### src/rtl/sgrb_pkg.sv
// Package of the segment register builder: constants, command and status types.
// Depends on nothing; used by sgrb_ctrl, sgrb_dpath and the top level.
`default_nettype none

package sgrb_pkg;

    localparam logic [6:0]  USER_AREA_CLICKS = 7'd16;
    localparam logic [10:0] PAGE_CLICKS      = 11'd128;
    localparam logic [6:0]  FULL_LEN         = 7'd127;
    localparam logic [7:0]  ACC_RO           = 8'd2;
    localparam logic [7:0]  ACC_RW           = 8'd6;
    localparam logic [7:0]  ACC_ED           = 8'd8;
    localparam int unsigned ACC_WO_BIT       = 2;
    localparam logic [4:0]  MAX_PAGES        = 5'd8;
    localparam logic [4:0]  NREGS            = 5'd16;
    localparam logic [3:0]  LAST_SMALL_IDX   = 4'd7;
    localparam logic [3:0]  LAST_FULL_IDX    = 4'd15;

    localparam logic [15:0] DESC_FULL_RO = {1'b0, FULL_LEN, ACC_RO};
    localparam logic [15:0] DESC_FULL_RW = {1'b0, FULL_LEN, ACC_RW};

    // configuration register indexes
    localparam logic CFG_SMALL_CPU_MODEL = 1'b0;
    localparam logic CFG_MEMORY_LIMIT    = 1'b1;

    typedef enum logic [3:0] {
        CMD_NONE,
        CMD_LOAD,
        CMD_CHECK,
        CMD_TEXT_STEP,
        CMD_TEXT_END,
        CMD_DATA_STEP,
        CMD_DATA_END,
        CMD_STACK_STEP,
        CMD_EMIT,
        CMD_FAIL
    } t_cmd;

    typedef struct packed {
        logic bad;        // request fails a check
        logic rem_zero;   // no clicks left in the current segment
        logic k_zero;     // no register left below the stack
        logic out_free;   // output register can take a word
        logic emit_last;  // next emitted word closes the request
    } t_status;

    // pages of 128 clicks needed for n clicks
    function automatic logic [4:0] pages_for(input logic [10:0] n);
        logic [11:0] sum;
        sum = {1'b0, n} + 12'd127;
        return sum[11:7];
    endfunction

endpackage

`default_nettype wire

### src/rtl/sgrb_ctrl.sv
// Controller of the segment register builder: one-hot sequencer over the phases.
// Depends on sgrb_pkg (command and status types).
`default_nettype none

module sgrb_ctrl (
    input  wire logic             i_clk,
    input  wire logic             i_rst_n,
    input  wire logic             i_in_valid,
    input  wire sgrb_pkg::t_status i_status,
    output sgrb_pkg::t_cmd        o_cmd,
    output logic                  o_in_stall
);

    typedef enum logic [6:0] {
        S_IDLE  = 7'b0000001,
        S_CHECK = 7'b0000010,
        S_TEXT  = 7'b0000100,
        S_DATA  = 7'b0001000,
        S_STACK = 7'b0010000,
        S_EMIT  = 7'b0100000,
        S_FAIL  = 7'b1000000
    } t_state;

    t_state r_state;
    t_state n_state;

    always_ff @(posedge i_clk) begin
        if (!i_rst_n) begin
            r_state <= S_IDLE;
        end else begin
            r_state <= n_state;
        end
    end

    always_comb begin
        n_state = r_state;
        o_cmd   = sgrb_pkg::CMD_NONE;
        unique case (r_state)
            S_IDLE: begin
                if (i_in_valid) begin
                    o_cmd   = sgrb_pkg::CMD_LOAD;
                    n_state = S_CHECK;
                end
            end
            S_CHECK: begin
                o_cmd   = sgrb_pkg::CMD_CHECK;
                n_state = i_status.bad ? S_FAIL : S_TEXT;
            end
            S_TEXT: begin
                if (i_status.rem_zero) begin
                    o_cmd   = sgrb_pkg::CMD_TEXT_END;
                    n_state = S_DATA;
                end else begin
                    o_cmd = sgrb_pkg::CMD_TEXT_STEP;
                end
            end
            S_DATA: begin
                if (i_status.rem_zero) begin
                    o_cmd   = sgrb_pkg::CMD_DATA_END;
                    n_state = S_STACK;
                end else begin
                    o_cmd = sgrb_pkg::CMD_DATA_STEP;
                end
            end
            S_STACK: begin
                if (i_status.rem_zero || i_status.k_zero) begin
                    n_state = S_EMIT;
                end else begin
                    o_cmd = sgrb_pkg::CMD_STACK_STEP;
                end
            end
            S_EMIT: begin
                if (i_status.out_free) begin
                    o_cmd = sgrb_pkg::CMD_EMIT;
                    if (i_status.emit_last) begin
                        n_state = S_IDLE;
                    end
                end
            end
            S_FAIL: begin
                if (i_status.out_free) begin
                    o_cmd   = sgrb_pkg::CMD_FAIL;
                    n_state = S_IDLE;
                end
            end
            default: begin
                n_state = S_IDLE;
            end
        endcase
    end

    assign o_in_stall = (r_state != S_IDLE);

endmodule

`default_nettype wire

### src/rtl/sgrb_dpath.sv
// Datapath of the segment register builder: request latch, size checks, page
// table, layout counters, relocation and output register. Depends on sgrb_pkg.
`default_nettype none

module sgrb_dpath (
    input  wire logic          i_clk,
    input  wire logic          i_rst_n,
    input  wire sgrb_pkg::t_cmd i_cmd,
    output sgrb_pkg::t_status  o_status,
    input  wire logic          i_cfg_we,
    input  wire logic          i_cfg_index,
    input  wire logic [11:0]   i_cfg_data,
    input  wire logic [10:0]   i_text_clicks,
    input  wire logic [10:0]   i_data_clicks,
    input  wire logic [10:0]   i_stack_clicks,
    input  wire logic          i_split_spaces,
    input  wire logic [11:0]   i_proc_base,
    input  wire logic          i_has_shared_text,
    input  wire logic [11:0]   i_text_base,
    input  wire logic          i_out_stall,
    output logic               o_out_valid,
    output logic [3:0]         o_reg_index,
    output logic [15:0]        o_page_address,
    output logic [15:0]        o_page_descriptor,
    output logic               o_failed,
    output logic               o_last
);

    // configuration
    logic        r_small;
    logic [11:0] r_mem_limit;

    // latched request
    logic [10:0] r_nt, r_nd, r_ns;
    logic        r_sep, r_shared;
    logic [11:0] r_pbase, r_tbase;

    // layout counters
    logic [10:0] r_rem;
    logic [15:0] r_addr;
    logic [4:0]  r_k;
    logic [3:0]  r_idx;

    // page table
    logic [15:0] r_tab_addr [16];
    logic [15:0] r_tab_desc [16];
    logic [15:0] r_tab_vld;

    // output register
    logic        r_out_valid;
    logic [3:0]  r_reg_index;
    logic [15:0] r_page_address;
    logic [15:0] r_page_descriptor;
    logic        r_failed;
    logic        r_last;

    logic [4:0]  pt, pd, ps;
    logic [6:0]  pages_all;
    logic [5:0]  pages_ds;
    logic [12:0] size_sum;
    logic        bad;
    logic        rem_full;
    logic [4:0]  k_dec;
    logic        wr_en;
    logic [3:0]  wr_idx;
    logic [15:0] wr_addr;
    logic [15:0] wr_desc;
    logic [3:0]  rd_idx;
    logic [15:0] rd_addr;
    logic [15:0] rd_desc;
    logic [11:0] rel_base;
    logic        emit_last;

    // request checks: page counts, separate I/D on the small model, total size
    always_comb begin
        pt        = sgrb_pkg::pages_for(r_nt);
        pd        = sgrb_pkg::pages_for(r_nd);
        ps        = sgrb_pkg::pages_for(r_ns);
        pages_ds  = 6'(pd) + 6'(ps);
        pages_all = 7'(pt) + 7'(pd) + 7'(ps);
        size_sum  = 13'(r_nt) + 13'(r_nd) + 13'(r_ns) + 13'(sgrb_pkg::USER_AREA_CLICKS);
        if (r_sep) begin
            bad = r_small || (pt > sgrb_pkg::MAX_PAGES) ||
                  (pages_ds > 6'(sgrb_pkg::MAX_PAGES));
        end else begin
            bad = pages_all > 7'(sgrb_pkg::MAX_PAGES);
        end
        if (size_sum > 13'(r_mem_limit)) begin
            bad = 1'b1;
        end
    end

    assign rem_full = (r_rem[10:7] != 4'd0);
    assign k_dec    = r_k - 5'd1;

    // page table write port
    always_comb begin
        wr_en   = 1'b0;
        wr_idx  = r_k[3:0];
        wr_addr = r_addr;
        wr_desc = sgrb_pkg::DESC_FULL_RO;
        case (i_cmd)
            sgrb_pkg::CMD_TEXT_STEP: begin
                wr_en   = 1'b1;
                wr_desc = rem_full ? sgrb_pkg::DESC_FULL_RO
                                   : {1'b0, 7'(r_rem - 11'd1), sgrb_pkg::ACC_RO};
            end
            sgrb_pkg::CMD_DATA_STEP: begin
                wr_en   = 1'b1;
                wr_desc = rem_full ? sgrb_pkg::DESC_FULL_RW
                                   : {1'b0, 7'(r_rem - 11'd1), sgrb_pkg::ACC_RW};
            end
            sgrb_pkg::CMD_STACK_STEP: begin
                wr_en   = 1'b1;
                wr_idx  = k_dec[3:0];
                wr_addr = r_addr - 16'(sgrb_pkg::PAGE_CLICKS);
                wr_desc = rem_full ? sgrb_pkg::DESC_FULL_RW
                                   : {1'b0, 7'(sgrb_pkg::PAGE_CLICKS - r_rem),
                                      sgrb_pkg::ACC_RW | sgrb_pkg::ACC_ED};
            end
            default: begin
                wr_en = 1'b0;
            end
        endcase
    end

    // shared space: registers 8-15 mirror 0-7
    assign rd_idx   = r_sep ? r_idx : {1'b0, r_idx[2:0]};
    assign rd_addr  = r_tab_vld[rd_idx] ? r_tab_addr[rd_idx] : 16'd0;
    assign rd_desc  = r_tab_vld[rd_idx] ? r_tab_desc[rd_idx] : 16'd0;
    assign rel_base = rd_desc[sgrb_pkg::ACC_WO_BIT] ? r_pbase
                    : (r_shared ? r_tbase : 12'd0);
    assign emit_last = r_small ? (r_idx == sgrb_pkg::LAST_SMALL_IDX)
                               : (r_idx == sgrb_pkg::LAST_FULL_IDX);

    always_ff @(posedge i_clk) begin
        if (!i_rst_n) begin
            r_small     <= 1'b0;
            r_mem_limit <= 12'd4095;
        end else if (i_cfg_we) begin
            unique case (i_cfg_index)
                sgrb_pkg::CFG_SMALL_CPU_MODEL: r_small     <= i_cfg_data[0];
                sgrb_pkg::CFG_MEMORY_LIMIT:    r_mem_limit <= i_cfg_data;
                default:                       r_small     <= r_small;
            endcase
        end
    end

    // request latch and layout counters
    always_ff @(posedge i_clk) begin
        case (i_cmd) inside
            sgrb_pkg::CMD_LOAD: begin
                r_nt     <= i_text_clicks;
                r_nd     <= i_data_clicks;
                r_ns     <= i_stack_clicks;
                r_sep    <= i_split_spaces;
                r_pbase  <= i_proc_base;
                r_shared <= i_has_shared_text;
                r_tbase  <= i_text_base;
                r_idx    <= 4'd0;
            end
            sgrb_pkg::CMD_CHECK: begin
                r_rem  <= r_nt;
                r_addr <= 16'd0;
                r_k    <= 5'd0;
            end
            sgrb_pkg::CMD_TEXT_STEP, sgrb_pkg::CMD_DATA_STEP: begin
                r_k <= r_k + 5'd1;
                if (rem_full) begin
                    r_rem  <= r_rem - sgrb_pkg::PAGE_CLICKS;
                    r_addr <= r_addr + 16'(sgrb_pkg::PAGE_CLICKS);
                end else begin
                    r_rem  <= 11'd0;
                    r_addr <= r_addr + 16'(r_rem);
                end
            end
            sgrb_pkg::CMD_TEXT_END: begin
                if (r_sep && (r_k < sgrb_pkg::MAX_PAGES)) begin
                    r_k <= sgrb_pkg::MAX_PAGES;
                end
                r_rem  <= r_nd;
                r_addr <= 16'(sgrb_pkg::USER_AREA_CLICKS);
            end
            sgrb_pkg::CMD_DATA_END: begin
                r_k    <= r_sep ? sgrb_pkg::NREGS : sgrb_pkg::MAX_PAGES;
                r_rem  <= r_ns;
                r_addr <= r_addr + 16'(r_ns);
            end
            sgrb_pkg::CMD_STACK_STEP: begin
                r_k <= k_dec;
                if (rem_full) begin
                    r_rem  <= r_rem - sgrb_pkg::PAGE_CLICKS;
                    r_addr <= r_addr - 16'(sgrb_pkg::PAGE_CLICKS);
                end else begin
                    r_rem <= 11'd0;
                end
            end
            sgrb_pkg::CMD_EMIT: begin
                r_idx <= r_idx + 4'd1;
            end
            default: begin
                r_rem <= r_rem;
            end
        endcase
    end

    // page table: valid bits drop on a new request
    always_ff @(posedge i_clk) begin
        if (!i_rst_n) begin
            r_tab_vld <= 16'd0;
        end else if (i_cmd == sgrb_pkg::CMD_LOAD) begin
            r_tab_vld <= 16'd0;
        end else if (wr_en) begin
            r_tab_vld[wr_idx] <= 1'b1;
        end
    end

    always_ff @(posedge i_clk) begin
        if (wr_en) begin
            r_tab_addr[wr_idx] <= wr_addr;
            r_tab_desc[wr_idx] <= wr_desc;
        end
    end

    // output register
    always_ff @(posedge i_clk) begin
        if (!i_rst_n) begin
            r_out_valid <= 1'b0;
        end else if ((i_cmd == sgrb_pkg::CMD_EMIT) || (i_cmd == sgrb_pkg::CMD_FAIL)) begin
            r_out_valid <= 1'b1;
        end else if (!i_out_stall) begin
            r_out_valid <= 1'b0;
        end
    end

    always_ff @(posedge i_clk) begin
        if (i_cmd == sgrb_pkg::CMD_EMIT) begin
            r_reg_index       <= r_idx;
            r_page_address    <= rd_addr + 16'(rel_base);
            r_page_descriptor <= rd_desc;
            r_failed          <= 1'b0;
            r_last            <= emit_last;
        end else if (i_cmd == sgrb_pkg::CMD_FAIL) begin
            r_reg_index       <= 4'd0;
            r_page_address    <= 16'd0;
            r_page_descriptor <= 16'd0;
            r_failed          <= 1'b1;
            r_last            <= 1'b1;
        end
    end

    assign o_status.bad       = bad;
    assign o_status.rem_zero  = (r_rem == 11'd0);
    assign o_status.k_zero    = (r_k == 5'd0);
    assign o_status.out_free  = !r_out_valid || !i_out_stall;
    assign o_status.emit_last = emit_last;

    assign o_out_valid       = r_out_valid;
    assign o_reg_index       = r_reg_index;
    assign o_page_address    = r_page_address;
    assign o_page_descriptor = r_page_descriptor;
    assign o_failed          = r_failed;
    assign o_last            = r_last;

endmodule

`default_nettype wire

### src/rtl/segment_register_builder.sv
// Top level of the segment register builder: controller plus datapath.
// Depends on sgrb_pkg, sgrb_ctrl and sgrb_dpath.
//
// The block lays out the user page address/descriptor registers for one
// process. A request word carries text, data and stack sizes in 64-byte
// clicks, the separate I/D flag, the process base and the shared-text base.
// It is first checked (page counts per space, no separate I/D on the small
// CPU model, total size plus the user area against memory_limit); a rejected
// request yields a single word with failed and last set and all other fields
// zero. An accepted request yields 16 words, or 8 on the small model, one per
// page register in ascending order, last set on the final one. The request
// is latched, then checked; the page sequencer then writes one table entry
// per cycle, one per text, data and stack page, and closes each of those
// three phases in turn. The result words then leave through the single
// output register, where output stalls hold them back. One request is in
// work at a time: o_in_stall is high from the accepting edge until the final
// word is loaded into the output register, so the next request can enter
// while that word still waits. Configuration writes are taken at any edge
// with i_cfg_we high and must only be made while the block is idle.
`default_nettype none

module segment_register_builder (
    input  wire logic        i_clk,
    input  wire logic        i_rst_n,
    // configuration write port
    input  wire logic        i_cfg_we,
    input  wire logic        i_cfg_index,
    input  wire logic [11:0] i_cfg_data,
    // request channel
    input  wire logic        i_in_valid,
    output logic             o_in_stall,
    input  wire logic [10:0] i_text_clicks,
    input  wire logic [10:0] i_data_clicks,
    input  wire logic [10:0] i_stack_clicks,
    input  wire logic        i_split_spaces,
    input  wire logic [11:0] i_proc_base,
    input  wire logic        i_has_shared_text,
    input  wire logic [11:0] i_text_base,
    // result channel
    output logic             o_out_valid,
    input  wire logic        i_out_stall,
    output logic [3:0]       o_reg_index,
    output logic [15:0]      o_page_address,
    output logic [15:0]      o_page_descriptor,
    output logic             o_failed,
    output logic             o_last
);

    sgrb_pkg::t_cmd    cmd;
    sgrb_pkg::t_status status;

    // sequence the phases: latch, check, text, data, stack, emit or fail
    sgrb_ctrl u_ctrl (
        .i_clk      (i_clk),
        .i_rst_n    (i_rst_n),
        .i_in_valid (i_in_valid),
        .i_status   (status),
        .o_cmd      (cmd),
        .o_in_stall (o_in_stall)
    );

    // hold the request, build the page table, relocate on the way out
    sgrb_dpath u_dpath (
        .i_clk             (i_clk),
        .i_rst_n           (i_rst_n),
        .i_cmd             (cmd),
        .o_status          (status),
        .i_cfg_we          (i_cfg_we),
        .i_cfg_index       (i_cfg_index),
        .i_cfg_data        (i_cfg_data),
        .i_text_clicks     (i_text_clicks),
        .i_data_clicks     (i_data_clicks),
        .i_stack_clicks    (i_stack_clicks),
        .i_split_spaces    (i_split_spaces),
        .i_proc_base       (i_proc_base),
        .i_has_shared_text (i_has_shared_text),
        .i_text_base       (i_text_base),
        .i_out_stall       (i_out_stall),
        .o_out_valid       (o_out_valid),
        .o_reg_index       (o_reg_index),
        .o_page_address    (o_page_address),
        .o_page_descriptor (o_page_descriptor),
        .o_failed          (o_failed),
        .o_last            (o_last)
    );

endmodule

`default_nettype wire

### config.mk
export PLATFORM = sky130hd
export DESIGN_NAME = segment_register_builder
export DESIGN_NICKNAME = d
export VERILOG_FILES = /design/src/rtl/sgrb_pkg.sv /design/src/rtl/sgrb_ctrl.sv /design/src/rtl/sgrb_dpath.sv /design/src/rtl/segment_register_builder.sv
export SDC_FILE = /design/constraint.sdc
export NUM_CORES = 1
export LEC_CHECK = 0
export BUFFER_PORTS_ARGS = -buffer_cell sky130_fd_sc_hd__buf_4
export CAP_MARGIN = 20
export CORE_MARGIN = 2
export CORE_UTILIZATION = 56
export CTS_CLUSTER_SIZE = 20
export DETAILED_ROUTE_END_ITERATION = 8
export GPL_TIMING_DRIVEN = 0
export PLACE_DENSITY = 0.76
export SYNTH_ARGS = -nofsm -noshare
export SYNTH_HDL_FRONTEND = slang
export SYNTH_SLANG_ARGS = --single-unit
### constraint.sdc
create_clock -name i_clk -period 4.35 [get_ports i_clk]
set_input_delay 0.87 -clock i_clk [delete_from_list [all_inputs] [get_ports i_clk]]
set_output_delay 0.87 -clock i_clk [all_outputs]
set_load 0.01 [all_outputs]
==> Word-level counts from Yosys, hierarchy flattened <==
Memory sizes are Yosys's and may differ from the RTL's.
Cells that the tools add are included.
{ "word_totals": {"register_bits": 170, "word_cells": 177, "output_inout_bits": 40, "mem_count": 2, "romBits": 0, "ramBits": 512, "latchBits": 0, "inputBits": 77} }
{ "memory_table": {"columns": ["memory", "words", "width", "rd", "rd_ports_with_merged_regs", "write_ports", "line_no", "text"], "rows": [
  ["u_dpath.r_tab_addr", 16, 16, 1, 0, 1, "sgrb_dpath.sv:45", "logic [15:0] r_tab_addr [16];"],
  ["u_dpath.r_tab_desc", 16, 16, 1, 0, 1, "sgrb_dpath.sv:46", "logic [15:0] r_tab_desc [16];"]
]} }
{ "op_classes": {"addsub": 20, "shifts": 0, "n_reduce_logical": 25, "n_eq_ne": 28, "bitwise_logic": 9, "muxes": 64, "order_cmp": 8, "mul": 0, "div": 0} }
{ "op_table": {"columns": ["op", "n"], "rows": [
  ["16-bit two-way mux", 12],
  ["11-bit two-way mux", 6],
  ["7-bit two-way mux", 8],
  ["7-bit case mux with 7 select lines", 1],
  ["16-bit case mux with 3 select lines", 1],
  ["15-bit two-way mux", 3],
  ["11-bit by 7-bit adder with 12-bit output, second input constant", 3],
  ["16-bit by 11-bit adder with 16-bit output", 2],
  ["5-bit two-way mux", 6],
  ["4-bit case mux with 7 select lines", 1],
  ["12-bit two-way mux", 2],
  ["4-bit two-way mux", 6],
  ["4-bit by 3-bit equality test with 1-bit output, second input constant", 5],
  ["16-bit by 12-bit adder with 16-bit output", 1],
  ["16-bit by 8-bit adder with 16-bit output, second input constant", 1],
  ["16-bit OR", 1],
  ["16-bit by 8-bit subtractor with 16-bit output, second input constant", 1],
  ["13-bit by 11-bit adder with 13-bit output", 1],
  ["13-bit by 5-bit adder with 13-bit output, second input constant", 1],
  ["13-bit by 12-bit > comparator with 1-bit output", 1],
  ["1-bit two-way mux", 13],
  ["11-bit by 11-bit adder with 12-bit output", 1],
  ["5-bit by 5-bit adder with 6-bit output", 2],
  ["4-bit equality test, second input constant", 3],
  ["45 further kinds", 72]
]} }

==> Depth between registers and ports, before layout <==
Gate-level depths: netlist of the first run.
{ "logic_depth": {"word_depth": 11, "mapped_depth": 22, "mapped_depth_nobuf": 22} }

==> By module <==
From an unflattened synthesis of the first run, not the netlist that was laid out.
{ "hier_totals": {"hier_cells": 1806, "area_unflattened_um2": 26548.0} }
{ "modules_own_cells": {"columns": ["module", "area_each_um2", "instances", "seq_area_each_um2", "cells_per_inst"], "rows": [
  ["sgrb_dpath", 25993.7, 1, 16375.7, 1737],
  ["sgrb_ctrl", 554.3, 1, 140.1, 69]
]} }

==> Least setup slack after synthesis of the first run <==
No wires, ideal clock.
{ "synth_timing": {"path_type": "flip-flop to flip-flop", "startpoint": "register u_ctrl.r_state[3]", "endpoint": "register u_dpath.r_tab_vld[10]", "path_buffers": 2, "path_stages_with_launch": 9, "arrival_ps": 4713, "path_slack_ps": -479, "setup_ps": 116, "required_ps": 4234, "synth_period_minus_slack_ps": 4829, "path_cell_list": "dfxtp_1 -> clkbuf_1 -> nor3_1 -> and2_1 -> nand3b_1 -> nor2_1 -> nor2_1 -> clkbuf_1 -> o21a_1"} }
{ "synth_between": {"elab_chain_len": 9, "elab_cells_between_ends": 22, "classes_between": "order compare: 2; eq/ne: 11; mux: 5; bitwise: 1; reduce/logical: 3"} }
{ "synth_lines": {"columns": ["element", "line_no", "text"], "rows": [
  ["start, declared", "sgrb_ctrl.sv:24", "t_state r_state;"],
  ["start signal, assigned", "sgrb_ctrl.sv:31", "r_state <= n_state;"],
  ["7-bit equality test, or another cell as far along", "sgrb_ctrl.sv:38", "unique case (r_state)"],
  ["4-bit case mux with 7 select lines (*)", "sgrb_ctrl.sv:38", null],
  ["4-bit by 3-bit equality test with 1-bit output", "sgrb_dpath.sv:102", "case (i_cmd)"],
  ["4-bit two-way mux", "sgrb_dpath.sv:102", null],
  ["4-bit by 5-bit less-than comparator with 1-bit output (implied by the code) or 4-bit by 1-bit greater-or-equal comparator with 1-bit output (tied branches)", "sgrb_dpath.sv:214", "r_tab_vld[wr_idx] <= 1'b1;"],
  ["1-bit logical AND (implied by the code)", "sgrb_dpath.sv:214", null],
  ["1-bit two-way mux (implied by the code)", "sgrb_dpath.sv:214", null],
  ["1-bit demux with 4-bit select", null, null],
  ["16-bit OR (no source line)", null, null],
  ["end signal, assigned", "sgrb_dpath.sv:210", "r_tab_vld <= 16'd0;"],
  ["end signal, assigned", "sgrb_dpath.sv:212", "r_tab_vld <= 16'd0;"],
  ["end signal, assigned by index", "sgrb_dpath.sv:214", null],
  ["end, declared", "sgrb_dpath.sv:47", "logic [15:0] r_tab_vld;"]
]} }
Every way passes the cells marked *; elsewhere a longest branch is shown, timed or not.
A chain may end at the register's enable or synchronous reset.

==> Worst setup path in the final report of the first run <==
{ "layout_timing": {"startpoint": "register u_dpath.r_nt[0]", "endpoint": "register u_ctrl.r_state[2]"} }
{ "layout_between": {"elab_chain_len": 8, "elab_cells_between_ends": 15, "classes_between": "add/sub: 6; order compare: 3; mux: 4; reduce/logical: 2"} }
{ "layout_lines": {"columns": ["element", "line_no", "text"], "rows": [
  ["start, declared", "sgrb_dpath.sv:34", "logic [10:0] r_nt, r_nd, r_ns;"],
  ["start signal, assigned", "sgrb_dpath.sv:153", "r_nt <= i_text_clicks;"],
  ["branches (longest 5 deep; another with 13-bit by 11-bit adder with 13-bit output)", null, null],
  ["1-bit two-way mux (*)", "sgrb_dpath.sv:88", "if (size_sum > 13'(r_mem_limit)) begin"],
  ["7-bit two-way mux (*)", "sgrb_ctrl.sv:47", "n_state = i_status.bad ? S_FAIL : S_TEXT;"],
  ["7-bit case mux with 7 select lines (*)", "sgrb_ctrl.sv:38", null]
]} }
Mark *: on every way between the ends.

==> results of run 1 <==
## where the power goes
group,total [uW],switching [uW],internal (uW)
combinational,4690,2590,2100
sequential,6530,266,6260
clock,4560,2040,2520
## what timing repair did
item,4_1_cts,5_1_grt
pin swaps,27,42
setup buffers,32,17
endpoints found under the setup margin,17,8
resized for setup,108,52
hold buffers,0,0
## registers in the layout (all words and copies together), names as in the netlist, 4 cells and up
| register | count |
|---|---|
| u_dpath.r_tab_addr | 256 |
| u_dpath.r_tab_desc | 144 |
| u_dpath.r_ns | 11 |
| u_dpath.o_reg_index | 4 |
| u_dpath.r_rem | 11 |
| u_dpath.r_tbase | 12 |
| u_dpath.r_pbase | 12 |
| u_ctrl.r_state | 7 |
| u_dpath.o_page_address | 16 |
| u_dpath.o_page_descriptor | 10 |
| u_dpath.r_mem_limit | 12 |
| u_dpath.r_idx | 4 |
| u_dpath.r_k | 5 |
| u_dpath.r_nt | 11 |
| u_dpath.r_addr | 16 |
| u_dpath.r_nd | 11 |
| u_dpath.r_tab_vld | 16 |
## worst max-delay path, stage by stage (launching register included)
cell	delay [ps]
edfxtp_1	420
ha_2	210
fa_2	350
a21o_1	190
a21oi_2	150
o21bai_1	90
a21oi_2	150
o21a_1	180
nand3_1	80
o211ai_1	100
ha_2	320
ha_4	260
and3_4	150
a2111oi_4	310
o211ai_1	150
ha_1	330
nand4_1	100
o32ai_2	210
nor2_1	100
a311oi_2	270
a31o_2	200
## per-layer routing
layer  track usage [%]  vias to the layer above  part of all wire, %
li1                  -                     7693                    -
met3              5.27                      257                  9.4
met4              13.0                        0                  5.1
met1              36.6                     8752                   37
met5                 0                        -                    0
met2              47.7                     1127                   49
## how the worst max path moves through the flow
stage,start,to,slack [ps],cells past startpoint
6_report,u_dpath.r_nt[0],u_ctrl.r_state[2],-50,20
5_1_grt,u_dpath.r_nt[0],u_ctrl.r_state[2],-320,20
4_1_cts,u_dpath.r_nt[0],u_ctrl.r_state[2],-170,20
3_5_place_dp,u_dpath.r_idx[1],u_dpath.o_page_address[14],-1650,19
3_3_place_gp,u_dpath.r_idx[1],u_dpath.o_page_address[15],-1480,16
2_1_floorplan,u_dpath.r_nd[1],u_ctrl.r_state[6],9,19
## cell usage in the layout (no fill, tap or decap), drive strengths merged, types with 28 or more instances in the layout
master / count
clkbuf: 131
nor2: 128
mux4: 102
dfxtp: 42
nor3: 42
a21oi: 81
ha: 100
mux2: 36
buf: 217
o211ai: 28
o21ai: 81
nand2: 104
edfxtp: 522
nand3: 39
inv: 75
xnor2: 52
o21a: 30
## kinds of logic (layout without fill, tap and decap cells)
group                    after synthesis  after routing  share of synthesized area, %
flip-flops                           564            564                          62.3
AND/OR/NAND/NOR                      433            433                          7.99
AO/OA/AOI/OAI                        360            360                          8.82
buffers and inverters                163            447                          2.51
multiplexers                         144            144                          10.4
adder cells (fa/ha/maj)              108            108                          5.33
XOR/XNOR                              78             78                          2.58
other                                  1              6                        0.0142
## area by class of cell
type,instances,area [sq um]
buffer,85,651
clock buffer,76,1500
clock inverter,24,196
fill,3115,15200
inverter,75,282
multi-input combinational,1129,9830
sequential,564,16500
tap,607,759
timing repair buffer,187,1710
## through the flow
step / setup TNS [ps] / cells / cell area [sq um] / utilization, % / total power, uW
floorplan: 0 / 1856 / 26500 / - / 9570
global placement: -470010 / 2572 / 28100 / 60.2 / 10400
detailed placement: -13560 / 2595 / 28700 / 61.5 / 10600
CTS: -364 / 2725 / 31000 / 66.5 / 15400
global route: -842 / 2747 / 31400 / 67.4 / 16500
finish: -83.4 / 2747 / 31400 / 67.4 / 15800
==> impl_metrics.ini, run 1 <==
[status]
status = finished with violations
violations = negative setup slack

[yosys]
synthCells = 1851
synth_ff_type = edfxtp_1
synth_common_cells = edfxtp_1 (522), nor2_1 (127), mux4_2 (102)
yosysSeqAreaShare_pct = 62.3
yosys.area.top_type_share_pct = 59.2
async_reset_ff_share_pct = 0
synthesis.area_sq_um = 26500
yosys_warnings = 0
ys_ff_latch = 564
syn_area_per_cell_sq_um = 14.3
synth.most_common_cell = edfxtp_1
synth.area.top_cells = edfxtp_1 (59%), mux4_2 (8.7%), ha_1 (4.7%), dfxtp_1 (3.2%), nor2_1 (1.8%)
ys_types = 78
synth_edf_count = 522
yosysTopAreaCell = edfxtp_1

[setup_path]
r2r-start = u_dpath.r_nt[0]
critPathKind = flop to flop
reg2reg_slack_ps = -50
rr_endpoint = u_ctrl.r_state[2]
worstSetupStartpointType = flop
required_ps = 4910
arrival_ps = 4950
path_max_fanout = 3
cp-end-kind = flop
rr_worst_depth = 20

[sta]
finalHoldViolCount = 0
max_slew_margin_pct = 28.7
slew_viol_final = 0
fin_crit_ps = 4400
setup_viol = 2
finalClockSkew_ps = 22.8
max_freq_mhz = 227
finalCritPeriodShare_pct = 101
grt_setup_unrepaired = yes
holdWs_ps = 428
setup_ws_ps = -48.6
worstMarginPinSlew_ps = 1060

[cts]
cts_buffer_depth = 3
cts.sinks = 564
cts_root_buf = clkbuf_16
cts_max_level = 2
insertion_delay_ps = 610
clk_pin_slew_ps = 60
tritoncts = yes
numCtsBuffers = 55

[place]
gp_congestion = 0.955
dpl_worst_slack_ps = -1650
io_buffers = 109
place_hpwl_mm = 45.6

[floorplan]
fp.dieH_um = 222
initial_core_util_pct = 56.8
num_io_pins = 117
dieArea_sq_um = 49100
row_count = 79
die_w_um = 222
coreArea_sq_um = 46700

[worst_hold_path]
hold_class = primary input to flop
whs_path_depth = 1
min_from = i_data_clicks[4]
whs_endpoint = u_dpath.r_nd[4]

[cells_and_area]
layout-drive-gt1-share_pct = 25.1
antenna_cells = 0
nets = 2282
area_delta_synth_final_pct = 18.6

[global_route]
grt_max_degree = 34
grt_pass1_wl_mm = 105
grt_pass1_vias = 17700
grt_usage_pct = 28.5
grt-ovfl-total = 0
antenna_found_initial = 0

[route]
drt-initial-drc-count = 2475
wl_mm = 71.3
drtPass1Iterations = 9
vias = 17800
drc = 0
via_per_inst = 6.49
ant_nets = 0
routedWlPerCell_um = 26.0

[power]
irDropWorstVdd_mv = 0.608
p_per_area_nw_per_um2 = 502
leakagePower_uw = 0.0113

[run]
max-cap-violations = 0
Power figures use the tool's default switching activity.
==> run 2: changes to the inputs <==
- RECOVER_POWER: not set -> 25
==> run 2 against run 1 <==
The run ends with max-capacitance violations, max-slew violations, negative setup slack left. Sequential cell count is the same. Fmax decreased by 0.28%. Largest power group unchanged. Combinational power hardly changed. Highest routed layer unchanged.
==> impl_metrics.ini, run 2 (synthesis results as in run 1) <==
[route]
drc = 0
vias = 17800
ant_nets = 0
via_per_inst = 6.49
wl_mm = 71.5
drtPass1Iterations = 5
routedWlPerCell_um = 26.0
drt-initial-drc-count = 2403

[worst_hold_path]
hold_class = primary input to flop
whs_path_depth = 1
whs_endpoint = u_dpath.r_ns[4]
min_from = i_stack_clicks[4]

[cells_and_area]
top_regs = u_dpath.r_tab_addr (256), u_dpath.r_tab_desc (144)
nets = 2282
post-route-util_pct = 67.0
area_delta_synth_final_pct = 18.0
regMostFlops = u_dpath.r_tab_addr
layout_common_cells = edfxtp_1 (522), nor2_1 (107), mux4_2 (102)
largest_register_ffs = 256
n_fill_cell = 3157
antenna_cells = 0
layout-drive-gt1-share_pct = 23.3
final_common_cell = edfxtp_1

[floorplan]
num_io_pins = 117
fp.dieH_um = 222
dieArea_sq_um = 49100
row_count = 79
die_w_um = 222
coreArea_sq_um = 46700
initial_core_util_pct = 56.8

[place]
place_hpwl_mm = 45.6
gp_congestion = 0.955
io_buffers = 109

[cts]
clk_pin_slew_ps = 60
cts_buffer_depth = 3
ctsHoldBuffers = 0
numCtsBuffers = 55
cts.sinks = 564
cts_root_buf = clkbuf_16
insertion_delay_ps = 610
cts_max_level = 2
tritoncts = yes

[sta]
fin_crit_ps = 4410
slew_viol_final = 73
holdWs_ps = 450
setup_ws_ps = -61.0
finalCritPeriodShare_pct = 101
grt_setup_unrepaired = yes
setup_viol = 2
worstMarginPinSlew_ps = 1970
max_slew_margin_pct = -31.4
finalClockSkew_ps = 24.5
max_freq_mhz = 227
finalHoldViolCount = 0

[setup_path]
slowest_delay_ps = 430
critPathKind = flop to flop
crit_path_top_delay_cell = edfxtp_1
worstSetupStartpointType = flop
crit_chain = ha_2, fa_2, a21o_1, a21oi_2, o21bai_1, a21oi_2, o21a_1, nand3_1, o211ai_1, ha_2, ha_4, and3_4, a2111oi_4, o211ai_1, ha_1, nand4_1, o32ai_2, nor2_1, a311oi_2, a31o_2
r2r-start = u_dpath.r_nt[0]
required_ps = 4910
path_max_fanout = 3
arrival_ps = 4970
cp-end-kind = flop
reg2reg_slack_ps = -60
rr_endpoint = u_ctrl.r_state[2]
rr_worst_depth = 20

[power]
irDropWorstVdd_mv = 0.607
power.total_uw = 15800
p_per_area_nw_per_um2 = 504
leakagePower_uw = 0.0112

[status]
violations = max-capacitance violations, max-slew violations, negative setup slack
status = finished with violations

[run]
max-cap-violations = 3

[global_route]
grt_pass1_vias = 17700
antenna_found_initial = 0
grt_max_degree = 34
grt_usage_pct = 28.5
grt-ovfl-total = 0
grt_pass1_wl_mm = 105
## run 2: cell types whose count changed in the layout (fill, tap and decap cells not counted), sizes merged
cell and delta:
buf -94, clkbuf +94
## run 2: how the worst max path moves through the flow
stage,cells past startpoint,end,from
4_1_cts,20,u_ctrl.r_state[2],u_dpath.r_nt[0]
3_3_place_gp,16,u_dpath.o_page_address[15],u_dpath.r_idx[1]
2_1_floorplan,19,u_ctrl.r_state[6],u_dpath.r_nd[1]
6_report,20,u_ctrl.r_state[2],u_dpath.r_nt[0]
5_1_grt,20,u_ctrl.r_state[2],u_dpath.r_nt[0]
3_5_place_dp,19,u_dpath.o_page_address[14],u_dpath.r_idx[1]
## run 2: repair_timing
item,CTS,global route
setup buffers,32,17
resized for setup,108,52
pin swaps,27,42
setup endpoints to repair,17,8
## run 2: where the power goes
part	total [uW]	internal, uW	switching [uW]
clock network	4570	2520	2050
registers	6530	6260	264
logic	4680	2090	2590
total	15800	10900	4900
## run 2: layout make-up
class	instances	area (sq um)	share of cell area, %
multi-input cells	1129	9810	31.4
repair buffers	187	1560	4.99
plain buffers	85	651	2.08
clock buffers	76	1500	4.78
clock inverters	24	196	0.628
inverters	75	282	0.900
well taps	607	759	2.43
flip-flops and latches	564	16500	52.8
## run 2: worst max-delay path: cells and delay by family, from the launching register on
family,cells,cell delay [ps]
DFF,1,430
AOI/OAI and AO/OA,11,2020
and+or+nand+nor,4,430
adders and majority gates,5,1470
## run 2: routing by layer
metal  track usage (%)  vias to the layer above  wire, um
met4              13.0                        0      3390
li1                  -                     7688         -
met1              36.6                     8819     26400
met3              5.27                      233      6600
met2              47.7                     1082     35100
met5                 0                        -         0
## run 2: stage by stage
| step | area, sq um | TNS [ps] | setup WS, ps | cells |
|---|---|---|---|---|
| after floorplan | 26500 | 0 | 9.49 | 1856 |
| after global placement | 28100 | -470010 | -1480 | 2572 |
| after detailed placement | 28700 | -13560 | -1650 | 2595 |
| after CTS | 31000 | -364 | -170 | 2725 |
| after global routing | 31300 | -842 | -319 | 2747 |
| final | 31300 | -110 | -61.0 | 2747 |
